**src/rtl/core/assert_macros.svh**
```systemverilog
// Assertion macros shared by the wheel speed RTL.
// Requires a clock named aclk and an active-low reset named aresetn in scope.
`ifndef ASSERT_MACROS_SVH
`define ASSERT_MACROS_SVH

// Clocked assertion, disabled while reset is held.
`define WSP_ASSERT(lbl, prop, msg) \
    lbl: assert property (@(posedge aclk) disable iff (!aresetn) prop) else $error(msg);

// Clocked assertion that is also checked during reset.
`define WSP_ASSERT_ALWAYS(lbl, prop, msg) \
    lbl: assert property (@(posedge aclk) prop) else $error(msg);

`endif

```
**src/rtl/core/wsp_pkg.sv**
```systemverilog
// Package for the wheel speed block: types, register indexes, reset values.
// No dependencies.
`default_nettype none

package wsp_pkg;

    localparam int unsigned DATA_W    = 32;
    localparam int unsigned CFG_IDX_W = 2;

    localparam logic [DATA_W-1:0] TICKS_PER_UNIT  = 32'd100;
    localparam logic [DATA_W-1:0] RST_SPEED_CONST = 32'd0;
    localparam logic [DATA_W-1:0] RST_TIMEOUT_US  = 32'd1000000;
    localparam logic [DATA_W-1:0] RST_MIN_IVL_US  = 32'd2000;

    localparam logic [CFG_IDX_W-1:0] REG_SPEED_CONST = 2'd0;
    localparam logic [CFG_IDX_W-1:0] REG_TIMEOUT_US  = 2'd1;
    localparam logic [CFG_IDX_W-1:0] REG_MIN_IVL_US  = 2'd2;

    localparam logic KIND_EDGE = 1'b0;

    typedef struct packed {
        logic [DATA_W-1:0] speed_constant;
        logic [DATA_W-1:0] timeout_us;
        logic [DATA_W-1:0] min_interval_us;
    } cfg_t;

    typedef enum logic [1:0] {
        ST_IDLE,
        ST_DIV_TICKS,
        ST_DIV_SPEED,
        ST_PUSH
    } state_t;

endpackage

`default_nettype wire

```
**src/rtl/core/wsp_cfg.sv**
```systemverilog
// Configuration register file for the wheel speed block.
// Depends on wsp_pkg.
`default_nettype none

module wsp_cfg (
    input  wire logic                           aclk,
    input  wire logic                           aresetn,
    input  wire logic                           cfg_valid,
    output logic                                cfg_ready,
    input  wire logic [wsp_pkg::CFG_IDX_W-1:0]  cfg_index,
    input  wire logic [wsp_pkg::DATA_W-1:0]     cfg_data,
    output wsp_pkg::cfg_t                       cfg
);

    wsp_pkg::cfg_t cfg_reg;
    wsp_pkg::cfg_t cfg_next;

    assign cfg_ready = 1'b1;
    assign cfg       = cfg_reg;

    always_comb begin
        cfg_next = cfg_reg;
        if (cfg_valid) begin
            case (cfg_index)
                wsp_pkg::REG_SPEED_CONST: cfg_next.speed_constant  = cfg_data;
                wsp_pkg::REG_TIMEOUT_US:  cfg_next.timeout_us      = cfg_data;
                wsp_pkg::REG_MIN_IVL_US:  cfg_next.min_interval_us = cfg_data;
                default:                  cfg_next = cfg_reg;
            endcase
        end
    end

    always_ff @(posedge aclk) begin
        if (!aresetn) begin
            cfg_reg.speed_constant  <= wsp_pkg::RST_SPEED_CONST;
            cfg_reg.timeout_us      <= wsp_pkg::RST_TIMEOUT_US;
            cfg_reg.min_interval_us <= wsp_pkg::RST_MIN_IVL_US;
        end else begin
            cfg_reg <= cfg_next;
        end
    end

endmodule

`default_nettype wire

```
**src/rtl/core/wsp_div.sv**
```systemverilog
// Bit-serial restoring divider, one quotient bit per cycle.
// Depends on wsp_pkg. A zero divisor yields an all-ones quotient.
`default_nettype none

module wsp_div (
    input  wire logic                        aclk,
    input  wire logic                        aresetn,
    input  wire logic                        start,
    input  wire logic [wsp_pkg::DATA_W-1:0]  dividend,
    input  wire logic [wsp_pkg::DATA_W-1:0]  divisor,
    output logic                             done,
    output logic [wsp_pkg::DATA_W-1:0]       quotient
);

    localparam int unsigned W   = wsp_pkg::DATA_W;
    localparam int unsigned CNT_W = $clog2(W);
    localparam logic [CNT_W-1:0] LAST = CNT_W'(W - 1);

    logic             busy_reg,  busy_next;
    logic             done_reg,  done_next;
    logic [CNT_W-1:0] cnt_reg,   cnt_next;
    logic [W-1:0]     quo_reg,   quo_next;
    logic [W-1:0]     rem_reg,   rem_next;
    logic [W-1:0]     dvs_reg,   dvs_next;
    logic [W+1:0]     trial;
    logic             fits;

    assign trial    = {1'b0, rem_reg, quo_reg[W-1]} - {2'b00, dvs_reg};
    assign fits     = !trial[W+1];
    assign done     = done_reg;
    assign quotient = quo_reg;

    always_comb begin
        busy_next = busy_reg;
        done_next = 1'b0;
        cnt_next  = cnt_reg;
        quo_next  = quo_reg;
        rem_next  = rem_reg;
        dvs_next  = dvs_reg;
        if (start) begin
            busy_next = 1'b1;
            cnt_next  = '0;
            quo_next  = dividend;
            rem_next  = '0;
            dvs_next  = divisor;
        end else if (busy_reg) begin
            quo_next = {quo_reg[W-2:0], fits};
            rem_next = fits ? trial[W-1:0] : {rem_reg[W-2:0], quo_reg[W-1]};
            cnt_next = cnt_reg + 1'b1;
            if (cnt_reg == LAST) begin
                busy_next = 1'b0;
                done_next = 1'b1;
            end
        end
    end

    always_ff @(posedge aclk) begin
        if (!aresetn) begin
            busy_reg <= 1'b0;
            done_reg <= 1'b0;
            cnt_reg  <= '0;
        end else begin
            busy_reg <= busy_next;
            done_reg <= done_next;
            cnt_reg  <= cnt_next;
        end
        quo_reg <= quo_next;
        rem_reg <= rem_next;
        dvs_reg <= dvs_next;
    end

endmodule

`default_nettype wire

```
**src/rtl/core/wheel_speed_from_pulse_period.sv**
```systemverilog
// A stop check or bounced edge goes from acceptance through ST_PUSH into the output
// register; an accepted edge first runs two serial divides (interval / 100, then
// constant / that quotient) in ST_DIV_TICKS and ST_DIV_SPEED. One item at a time:
// the next is accepted the cycle after the result is queued; output stalls hold ST_PUSH.
// Reset (aresetn, synchronous, active low) restores state and registers to defaults.
// Depends on wsp_pkg, wsp_cfg, wsp_div and assert_macros.svh.
`default_nettype none

`include "assert_macros.svh"

module wheel_speed_from_pulse_period (
    input  wire logic                           aclk,
    input  wire logic                           aresetn,
    input  wire logic                           cfg_valid,
    output logic                                cfg_ready,
    input  wire logic [wsp_pkg::CFG_IDX_W-1:0]  cfg_index,
    input  wire logic [wsp_pkg::DATA_W-1:0]     cfg_data,
    input  wire logic                           s_valid,
    output logic                                s_ready,
    input  wire logic                           s_kind,
    input  wire logic [wsp_pkg::DATA_W-1:0]     s_time_us,
    output logic                                m_valid,
    input  wire logic                           m_ready,
    output logic [wsp_pkg::DATA_W-1:0]          m_speed_x100,
    output logic                                m_accepted,
    output logic                                m_stopped,
    output logic [wsp_pkg::DATA_W-1:0]          m_pulse_count
);

    localparam int unsigned W = wsp_pkg::DATA_W;

    wsp_pkg::cfg_t  cfg;
    wsp_pkg::state_t state_reg, state_next;

    logic [W-1:0] last_edge_reg, speed_reg, count_reg;
    logic         acc_reg, stop_reg;
    logic         m_valid_reg;
    logic [W-1:0] m_speed_reg, m_count_reg;
    logic         m_acc_reg, m_stop_reg;

    logic [W-1:0] gap_us;
    logic         edge_ok, stop_hit, take, push;
    logic         div_start, div_done;
    logic [W-1:0] div_dividend, div_divisor, div_quotient;
    logic         dividing;

    wsp_cfg u_cfg (
        .aclk      (aclk),
        .aresetn   (aresetn),
        .cfg_valid (cfg_valid),
        .cfg_ready (cfg_ready),
        .cfg_index (cfg_index),
        .cfg_data  (cfg_data),
        .cfg       (cfg)
    );

    wsp_div u_div (
        .aclk     (aclk),
        .aresetn  (aresetn),
        .start    (div_start),
        .dividend (div_dividend),
        .divisor  (div_divisor),
        .done     (div_done),
        .quotient (div_quotient)
    );

    assign gap_us   = s_time_us - last_edge_reg;
    assign edge_ok  = (s_kind == wsp_pkg::KIND_EDGE) && (gap_us >= cfg.min_interval_us);
    assign stop_hit = (s_kind != wsp_pkg::KIND_EDGE) && (gap_us > cfg.timeout_us);
    assign take     = s_valid && s_ready;
    assign dividing = (state_reg == wsp_pkg::ST_DIV_TICKS) ||
                      (state_reg == wsp_pkg::ST_DIV_SPEED);

    always_comb begin
        state_next = state_reg;
        case (state_reg)
            wsp_pkg::ST_IDLE: begin
                if (take) begin
                    state_next = edge_ok ? wsp_pkg::ST_DIV_TICKS : wsp_pkg::ST_PUSH;
                end
            end
            wsp_pkg::ST_DIV_TICKS: begin
                if (div_done) begin
                    state_next = wsp_pkg::ST_DIV_SPEED;
                end
            end
            wsp_pkg::ST_DIV_SPEED: begin
                if (div_done) begin
                    state_next = wsp_pkg::ST_PUSH;
                end
            end
            wsp_pkg::ST_PUSH: begin
                if (!m_valid_reg || m_ready) begin
                    state_next = wsp_pkg::ST_IDLE;
                end
            end
            default: state_next = wsp_pkg::ST_IDLE;
        endcase
    end

    always_comb begin
        s_ready      = (state_reg == wsp_pkg::ST_IDLE);
        div_start    = 1'b0;
        div_dividend = gap_us;
        div_divisor  = wsp_pkg::TICKS_PER_UNIT;
        push         = 1'b0;
        case (state_reg)
            wsp_pkg::ST_IDLE: begin
                div_start = take && edge_ok;
            end
            wsp_pkg::ST_DIV_TICKS: begin
                div_start    = div_done;
                div_dividend = cfg.speed_constant;
                div_divisor  = div_quotient;
            end
            wsp_pkg::ST_PUSH: begin
                push = !m_valid_reg || m_ready;
            end
            default: begin
                div_start = 1'b0;
            end
        endcase
    end

    always_ff @(posedge aclk) begin
        if (!aresetn) begin
            state_reg     <= wsp_pkg::ST_IDLE;
            last_edge_reg <= '0;
            speed_reg     <= '0;
            count_reg     <= '0;
            acc_reg       <= 1'b0;
            stop_reg      <= 1'b0;
            m_valid_reg   <= 1'b0;
        end else begin
            state_reg <= state_next;
            if (take) begin
                acc_reg  <= edge_ok;
                stop_reg <= stop_hit;
                if (edge_ok) begin
                    last_edge_reg <= s_time_us;
                    count_reg     <= count_reg + 1'b1;
                end
                if (stop_hit) begin
                    speed_reg <= '0;
                end
            end
            if ((state_reg == wsp_pkg::ST_DIV_SPEED) && div_done) begin
                speed_reg <= div_quotient;
            end
            if (push) begin
                m_valid_reg <= 1'b1;
            end else if (m_ready) begin
                m_valid_reg <= 1'b0;
            end
        end
        if (push) begin
            m_speed_reg <= speed_reg;
            m_acc_reg   <= acc_reg;
            m_stop_reg  <= stop_reg;
            m_count_reg <= count_reg;
        end
    end

    assign m_valid       = m_valid_reg;
    assign m_speed_x100  = m_speed_reg;
    assign m_accepted    = m_acc_reg;
    assign m_stopped     = m_stop_reg;
    assign m_pulse_count = m_count_reg;

    `WSP_ASSERT(a_take_leaves_idle, take |=> (state_reg != wsp_pkg::ST_IDLE), "still idle")
    `WSP_ASSERT(a_div_done_in_div, div_done |-> dividing, "divider done outside a divide")
    `WSP_ASSERT(a_flags_exclusive, m_valid |-> !(m_accepted && m_stopped), "both flags set")
    `WSP_ASSERT(a_count_on_accept, (take && edge_ok) |=> (count_reg == $past(count_reg) + 1'b1), "count stuck")

endmodule

`default_nettype wire

```
**config.mk**
```make
export PLATFORM = sky130hd
export DESIGN_NAME = wheel_speed_from_pulse_period
export DESIGN_NICKNAME = d
export VERILOG_FILES = /design/src/rtl/core/wsp_pkg.sv /design/src/rtl/core/wsp_cfg.sv /design/src/rtl/core/wsp_div.sv /design/src/rtl/core/wheel_speed_from_pulse_period.sv
export VERILOG_INCLUDE_DIRS = /design/src /design/src/rtl/core
export SDC_FILE = /design/constraint.sdc
export NUM_CORES = 1
export LEC_CHECK = 0
export BUFFER_PORTS_ARGS = -buffer_cell sky130_fd_sc_hd__buf_2
export CAP_MARGIN = 10
export CORE_MARGIN = 3
export CORE_UTILIZATION = 39
export CTS_CLUSTER_SIZE = 25
export DETAILED_ROUTE_END_ITERATION = 10
export PLACE_DENSITY = 0.67
export SLEW_MARGIN = 20
export SYNTH_ARGS = -nofsm -noshare
export SYNTH_HDL_FRONTEND = slang
export SYNTH_SLANG_ARGS = --single-unit
```
**constraint.sdc**
```tcl
create_clock -name aclk -period 6.7 [get_ports aclk]
set_input_delay 0.67 -clock aclk [delete_from_list [all_inputs] [get_ports aclk]]
set_output_delay 0.67 -clock aclk [all_outputs]
set_load 0.1 [all_outputs]
```
==> summary.txt, run 1 <==
Outcome: finished, final reports clean
Reg2reg setup slack: 1020 ps
Gr ovfl total: 0
DR vias/cell: 5.24
Clk pin slew, worst setup/hold paths: 60 ps
Final period utilization: 84.8%
Remaining DRCs: 0
Clock Path Buffers: 3
Vias in the first global route: 14,026
GRT Total Usage: 17.8%
Post-DRT Antenna Nets: 0
Post-Synth Adder-Cell Area: 9.08%
Yosys reg bits: 366
Clock buffers created by TritonCTS: 41
Slew @ Worst Pin: 1050 ps
Initial drt markers: 819
Most frequent cell after synthesis: nand2_1
Sum Neg Setup Slack: 0 ps
Gate Count Post-Synth: 2,050
Number of synthesized flops with an enable pin: 130
Count of different cell masters after synthesis: 89
WS Path Type: reg -> reg
Global-route wire length before repair: 73.6 mm
Worst rel slew slack: 30.2%
Post-Synth XOR/XNOR Area: 3.66%
Avg WL per Cell: 16.7 um
Worst-path maximum fanout: 50
Critical Path Start Type: register
H-tree levels: 2
Final setup viols: 0
RSZ-0062 raised after global routing: no
Fin. max-slew vios: 0
DP Wirelength: 33.6 mm
Pre-antenna DRT Iters: 6
Hold Crit Depth: 3
Critical register-to-register path endpoint: count_reg[22]$_SDFFE_PN0P_
Syn Std Cell Area: 18,900 um^2
Layout cell share with drive strength beyond 1: 12.2%
Chip height: 226 um
Leak: 8.64 nW
Initial cell density of the core: 39.5%
Initial antenna violation count: 1
IO Pins: 141
FMAX: 176 MHz
Critical Path RT: 7170 ps
CTS tree: done
Hold EP: last_edge_reg[7]$_SDFFE_PN0P_
Reg2reg start: last_edge_reg[0]$_SDFFE_PN0P_
Compound-gate portion of the synthesized area: 18.3%
Crit end category: register
Post-synth net total: 2,258
PwrDens: 386 nW/um^2
Hold Vio Cnt, Final: 0
Critical path cell sequence: ha_1 -> inv_1 -> fa_1 -> a21o_1 -> a21oi_1 -> o211ai_1 -> nand3_1 -> nor2b_1 -> buf_4 -> o21bai_1 -> a211oi_1 -> xnor2_1 -> ha_1 -> nand4_1 -> or3_1 -> o221ai_2 -> a31oi_2 -> nor3_4 -> buf_4 -> nand4_4 -> or4_1 -> a21oi_1
Clock root cell: clkbuf_16
Floorplan core area: 47,800 um^2
Area grow syn2layout: 14.2%
Number of flip-flops in the largest register: 96
Fin crit period: 5680 ps
Simple-Gate Fraction of Synth Area: 15.4%
Hold_sp: s_time_us[7]
Data arrival, critical path: 6160 ps
RD Place Congestion: 0.903
Avg Cell Area, Syn: 9.22 um^2
Warnings, synthesis: 0
Post-synth top area cell: dfxtp_1
Critical Path Max Stage Delay: 560 ps
Die Footprint: 51,200 um^2
Sequential fraction of the synthesis area: 45.6%
Layout Nets: 2,360
Most frequent cells after synthesis: nand2_1 (332), dfxtp_1 (236), a21oi_1 (201)
Mux cell area share after synthesis: 2.64%
Async set-reset flop share out of synthesis: 0%
Largest family of logic cells by synthesized area: compound AO/OA/AOI/OAI gates
Worst hold path class: in -> reg
Total setup buffers inserted after CTS: 0
# rows: 80
Wirelength, routed: 46.7 mm
Cts hold-fix bufs: 0
Fin Clk Skew: 21.1 ps
PortBufs: 139
Chip width: 226 um
Top cell type's share of synthesized area: 25.0%
Max_cap viols: 0
Clock sinks: 366
Post_cts resized: 0
Largest net degree at the start of global routing: 70
CP delay by family, top: compound AO/OA/AOI/OAI gates
Peak supply drop: 0.000169 V
Buffers and inverters on the worst path: 3
Vias: 14,684
Clk Latency, worst-skew pair: 560 ps
Largest cells by area after synthesis: dfxtp_1 (25%), edfxtp_1 (21%), ha_1 (8.9%)
Reg2Reg Depth: 22
Total power draw: 8.34 mW
Most used DFF post-synth: dfxtp_1
CP max stage cell: a211oi_1
## layer usage
| metal | track usage (%) | vias to the layer above | share of wire (%) |
|---|---|---|---|
| met5 | 0 | - | 0 |
| met4 | 6.84 | 0 | 3.2 |
| met3 | 2.63 | 83 | 5.0 |
| met2 | 29.0 | 354 | 46 |
| met1 | 24.1 | 6880 | 46 |
| li1 | - | 7367 | - |
## worst max path at each step
stage / from / to / slack, ps / depth (start not counted)
4_1_cts: last_edge_reg[0]$_SDFFE_PN0P_ / count_reg[22]$_SDFFE_PN0P_ / 1020 / 22
3_5_place_dp: s_time_us[0] / count_reg[22]$_SDFFE_PN0P_ / 570 / 24
5_1_grt: last_edge_reg[0]$_SDFFE_PN0P_ / count_reg[22]$_SDFFE_PN0P_ / 630 / 23
3_3_place_gp: s_time_us[0] / count_reg[22]$_SDFFE_PN0P_ / 680 / 24
6_report: last_edge_reg[0]$_SDFFE_PN0P_ / count_reg[22]$_SDFFE_PN0P_ / 1020 / 22
2_1_floorplan: s_time_us[0] / u_div.quotient[0]$_DFFE_PP_ / 1240 / 22
## per-stage QoR
stage          setup slack [ps]  cell area (um^2)  hold WS [ps]  utilization (%)  instances
2_1_floorplan              1240             18900           408                -       2050
5_1_grt                     634             21600           366             45.1       2801
3_3_place_gp                684             20100           421             42.1       2724
4_1_cts                    1020             21600           335             45.1       2800
6_report                   1020             21600           364             45.1       2802
3_5_place_dp                568             20100           417             42.1       2724
## kinds of logic (layout without fill, tap and decap cells)
kind of cell               after synthesis  in the layout
other                                    1              3
adders and majority gates              136            136
DFF                                    366            366
AOI/OAI and AO/OA                      520            520
and+or+nand+nor                        644            644
buffers and inverters                  255            390
xor gates and xnor gates                79             79
muxes                                   49             49
## worst min-delay path: cells and delay by family
kind	cells	cell delay, ps
compound gates	1	50
buf+inv	1	110
simple gates	1	50
## report_power, final
group	switching, mW	internal (mW)
logic	1.99	1.12
clock network	0.913	1.48
registers	0.187	2.65
## cell type report
| cell class | count | area, um^2 |
|---|---|---|
| flip-flops and latches | 366 | 8630 |
| clock inverters | 23 | 278 |
| fillers | 4549 | 26200 |
| multi-input cells | 1429 | 9310 |
| repair buffers | 158 | 838 |
| diodes | 2 | 5.00 |
| inverters | 156 | 587 |
| well taps | 615 | 769 |
| clock buffers | 53 | 1180 |
## cells in the final DEF (no fill, tap or decap), types with 26 or more instances in the layout
cell type and count:
ha_1 134, a22o_1 32, clkbuf_16 43, a21o_1 41, xor2_1 37, a211oi_1 26
and2_1 39, mux2i_1 42, a21oi_1 201, dfxtp_1 235, nand2_1 332, nand3_1 27
buf_2 139, o21ai_0 63, xnor2_1 42, edfxtp_1 130, inv_1 153, nor2_1 120
No activity file was read; power rests on OpenSTA's default activity.
==> run 2: changes to the inputs <==
==> constraint.sdc (replaced) <==
create_clock -name aclk -period 5.5 [get_ports aclk]
set_input_delay 0.55 -clock aclk [delete_from_list [all_inputs] [get_ports aclk]]
set_output_delay 0.55 -clock aclk [all_outputs]
set_load 0.1 [all_outputs]
==> run 2 against run 1 <==
Critical path depth up 4. Non-clock buffer count up 21. Combinational power rose by 24%. Sequential share of layout area is 0.16 points lower. Largest power group unchanged. Global-route usage increased by 0.15 points. Clock power increased by 12%. Hold slack got worse by 100 ps. Register-to-register slack worse by 660 ps. Cell count up 0.57%. Power rose by 20%. Clock skew decreased by 5.3 ps.
==> summary.txt, run 2 (synthesis gave the netlist of run 1 again) <==
Most frequent cells in the layout: nand2_1 (332), dfxtp_1 (235), a21oi_1 (201), inv_1 (153), buf_2 (139)
Number of flip-flops in the largest register: 96
Hold Crit Depth: 3
Remaining DRCs: 0
Critical Path RT: 5960 ps
Initial antenna violation count: 2
Reg2reg start: last_edge_reg[0]$_SDFFE_PN0P_
Register area: 8630 um^2
Critical Path Start Type: register
Hold_sp: s_time_us[13]
Clk pin slew, worst setup/hold paths: 60 ps
Cts hold-fix bufs: 0
Worst-path maximum fanout: 39
Outcome: finished, final reports clean
Commonest non-fill, non-tap cell in the layout: nand2_1
Leak: 8.69 nW
Data arrival, critical path: 5600 ps
Layout Nets: 2,380
FMAX: 194 MHz
Final setup viols: 0
Fin. max-slew vios: 0
Largest net degree at the start of global routing: 82
Initial cell density of the core: 39.5%
Sum Neg Setup Slack: 0 ps
Max_cap viols: 0
Fin Clk Skew: 15.9 ps
Post-DRT Antenna Nets: 0
Filler cells: 4,522
Area grow syn2layout: 14.7%
Layout cell share with drive strength beyond 1: 12.5%
Die Footprint: 51,200 um^2
Initial drt markers: 788
RSZ-0062 raised after global routing: no
WS Path Type: reg -> reg
DP Wirelength: 33.7 mm
Vias in the first global route: 14,175
PwrDens: 460 nW/um^2
Post-layout util: 45.3%
Finished Layout Cells: 2,818
Fin crit period: 5150 ps
DR vias/cell: 5.27
Wirelength, routed: 46.8 mm
Critical register-to-register path endpoint: u_div.rem_reg[7]$_SDFFE_PP0P_
Slew @ Worst Pin: 925 ps
CTS tree: done
Clock Path Buffers: 3
Clock buffers created by TritonCTS: 40
Global-route wire length before repair: 74.6 mm
Clock sinks: 366
Floorplan core area: 47,800 um^2
Peak supply drop: 0.000192 V
Clock root cell: clkbuf_16
Multi-input gate area: 9330 um^2
Hold Vio Cnt, Final: 0
Pre-antenna DRT Iters: 5
Clk Latency, worst-skew pair: 550 ps
Reg2reg setup slack: 350 ps
Avg WL per Cell: 16.6 um
RD Place Congestion: 0.916
Gr ovfl total: 0
IO Pins: 141
Worst hold path class: in -> reg
Crit end category: register
GRT Total Usage: 18.0%
Placed Instances: 2,739
Worst rel slew slack: 38.3%
H-tree levels: 2
Reg2Reg Depth: 26
Hold EP: last_edge_reg[13]$_SDFFE_PN0P_
PortBufs: 139
# rows: 80
Vias: 14,861
Chip width: 226 um
Chip height: 226 um
Final period utilization: 93.6%
## run 2: changes by cell type in the layout (fill, tap and decap cells not counted), sizes merged
cell	change
buf	+20
clkbuf	+10
clkinv	-7
bufinv	-3
clkinvlp	-3
inv	-1
## run 2: report_power, final
group	internal, mW	total [mW]	leakage, nW	switching, mW
Sequential	3.22	3.44	3.15	0.217
Combinational	1.43	3.86	4.91	2.43
Clock	1.61	2.68	0.631	1.08
## run 2: cell type report
cell class	count	share of cell area, %
antenna	2	0.0231
clock buffer	62	5.42
clock inverter	9	0.554
inverter	156	2.71
multi-input combinational	1429	43.0
sequential	366	39.8
tap	615	3.55
timing repair buffer	179	4.93
## run 2: layer usage
layer  track usage [%]  up-vias  wire length, um
met5                 0        -               13
met4              6.91        2             1750
met3              3.11       89             2170
met2              29.0      338            21400
met1              24.2     7026            21500
li1                  -     7406                -
## run 2: how the worst max path moves through the flow
stage,startpoint,end,slack (ps),cells after the start
2_1_floorplan,s_time_us[0],u_div.quotient[0]$_DFFE_PP_,160,22
3_3_place_gp,s_time_us[0],u_div.quotient[6]$_DFFE_PP_,90,25
3_5_place_dp,s_time_us[0],u_div.quotient[5]$_DFFE_PP_,-90,25
4_1_cts,last_edge_reg[1]$_SDFFE_PN0P_,u_div.quotient[10]$_DFFE_PP_,230,19
5_1_grt,last_edge_reg[6]$_SDFFE_PN0P_,u_div.quotient[28]$_DFFE_PP_,0.9,21
6_report,last_edge_reg[0]$_SDFFE_PN0P_,u_div.rem_reg[7]$_SDFFE_PP0P_,350,26
## run 2: worst max-delay path, cell delays in order (launching register included)
cell and delay (ps):
dfxtp_1 320, ha_1 190, inv_1 70, fa_1 190
a21o_1 120, a21oi_1 80, o211ai_1 330, nand3_1 120
nor2b_1 150, buf_4 160, o31a_1 330, o21ba_1 210
o21bai_1 150, xor2_1 230, ha_1 280, nand4_1 90
buf_4 130, nor4_2 40, a221oi_1 320, o221ai_2 190
a31oi_2 280, nor3_4 100, a21oi_4 150, clkinv_2 160
buf_16 210, buf_4 220, a211oi_1 190
## run 2: what timing repair did
action / in CTS / in global routing
resized for setup: 0 / 8
endpoints found under the setup margin: 0 / 43
buffers inserted: 0 / 4
## run 2: stage by stage
step	worst slack, ps	instance area [um^2]	total power [mW]	hold WS, ps
2_1_floorplan	161	18900	6.43	408
3_3_place_gp	91.8	20300	7.18	422
3_5_place_dp	-93.1	20300	7.29	424
4_1_cts	228	21600	10.0	225
5_1_grt	0.860	21700	10.6	242
6_report	353	21700	9.98	260
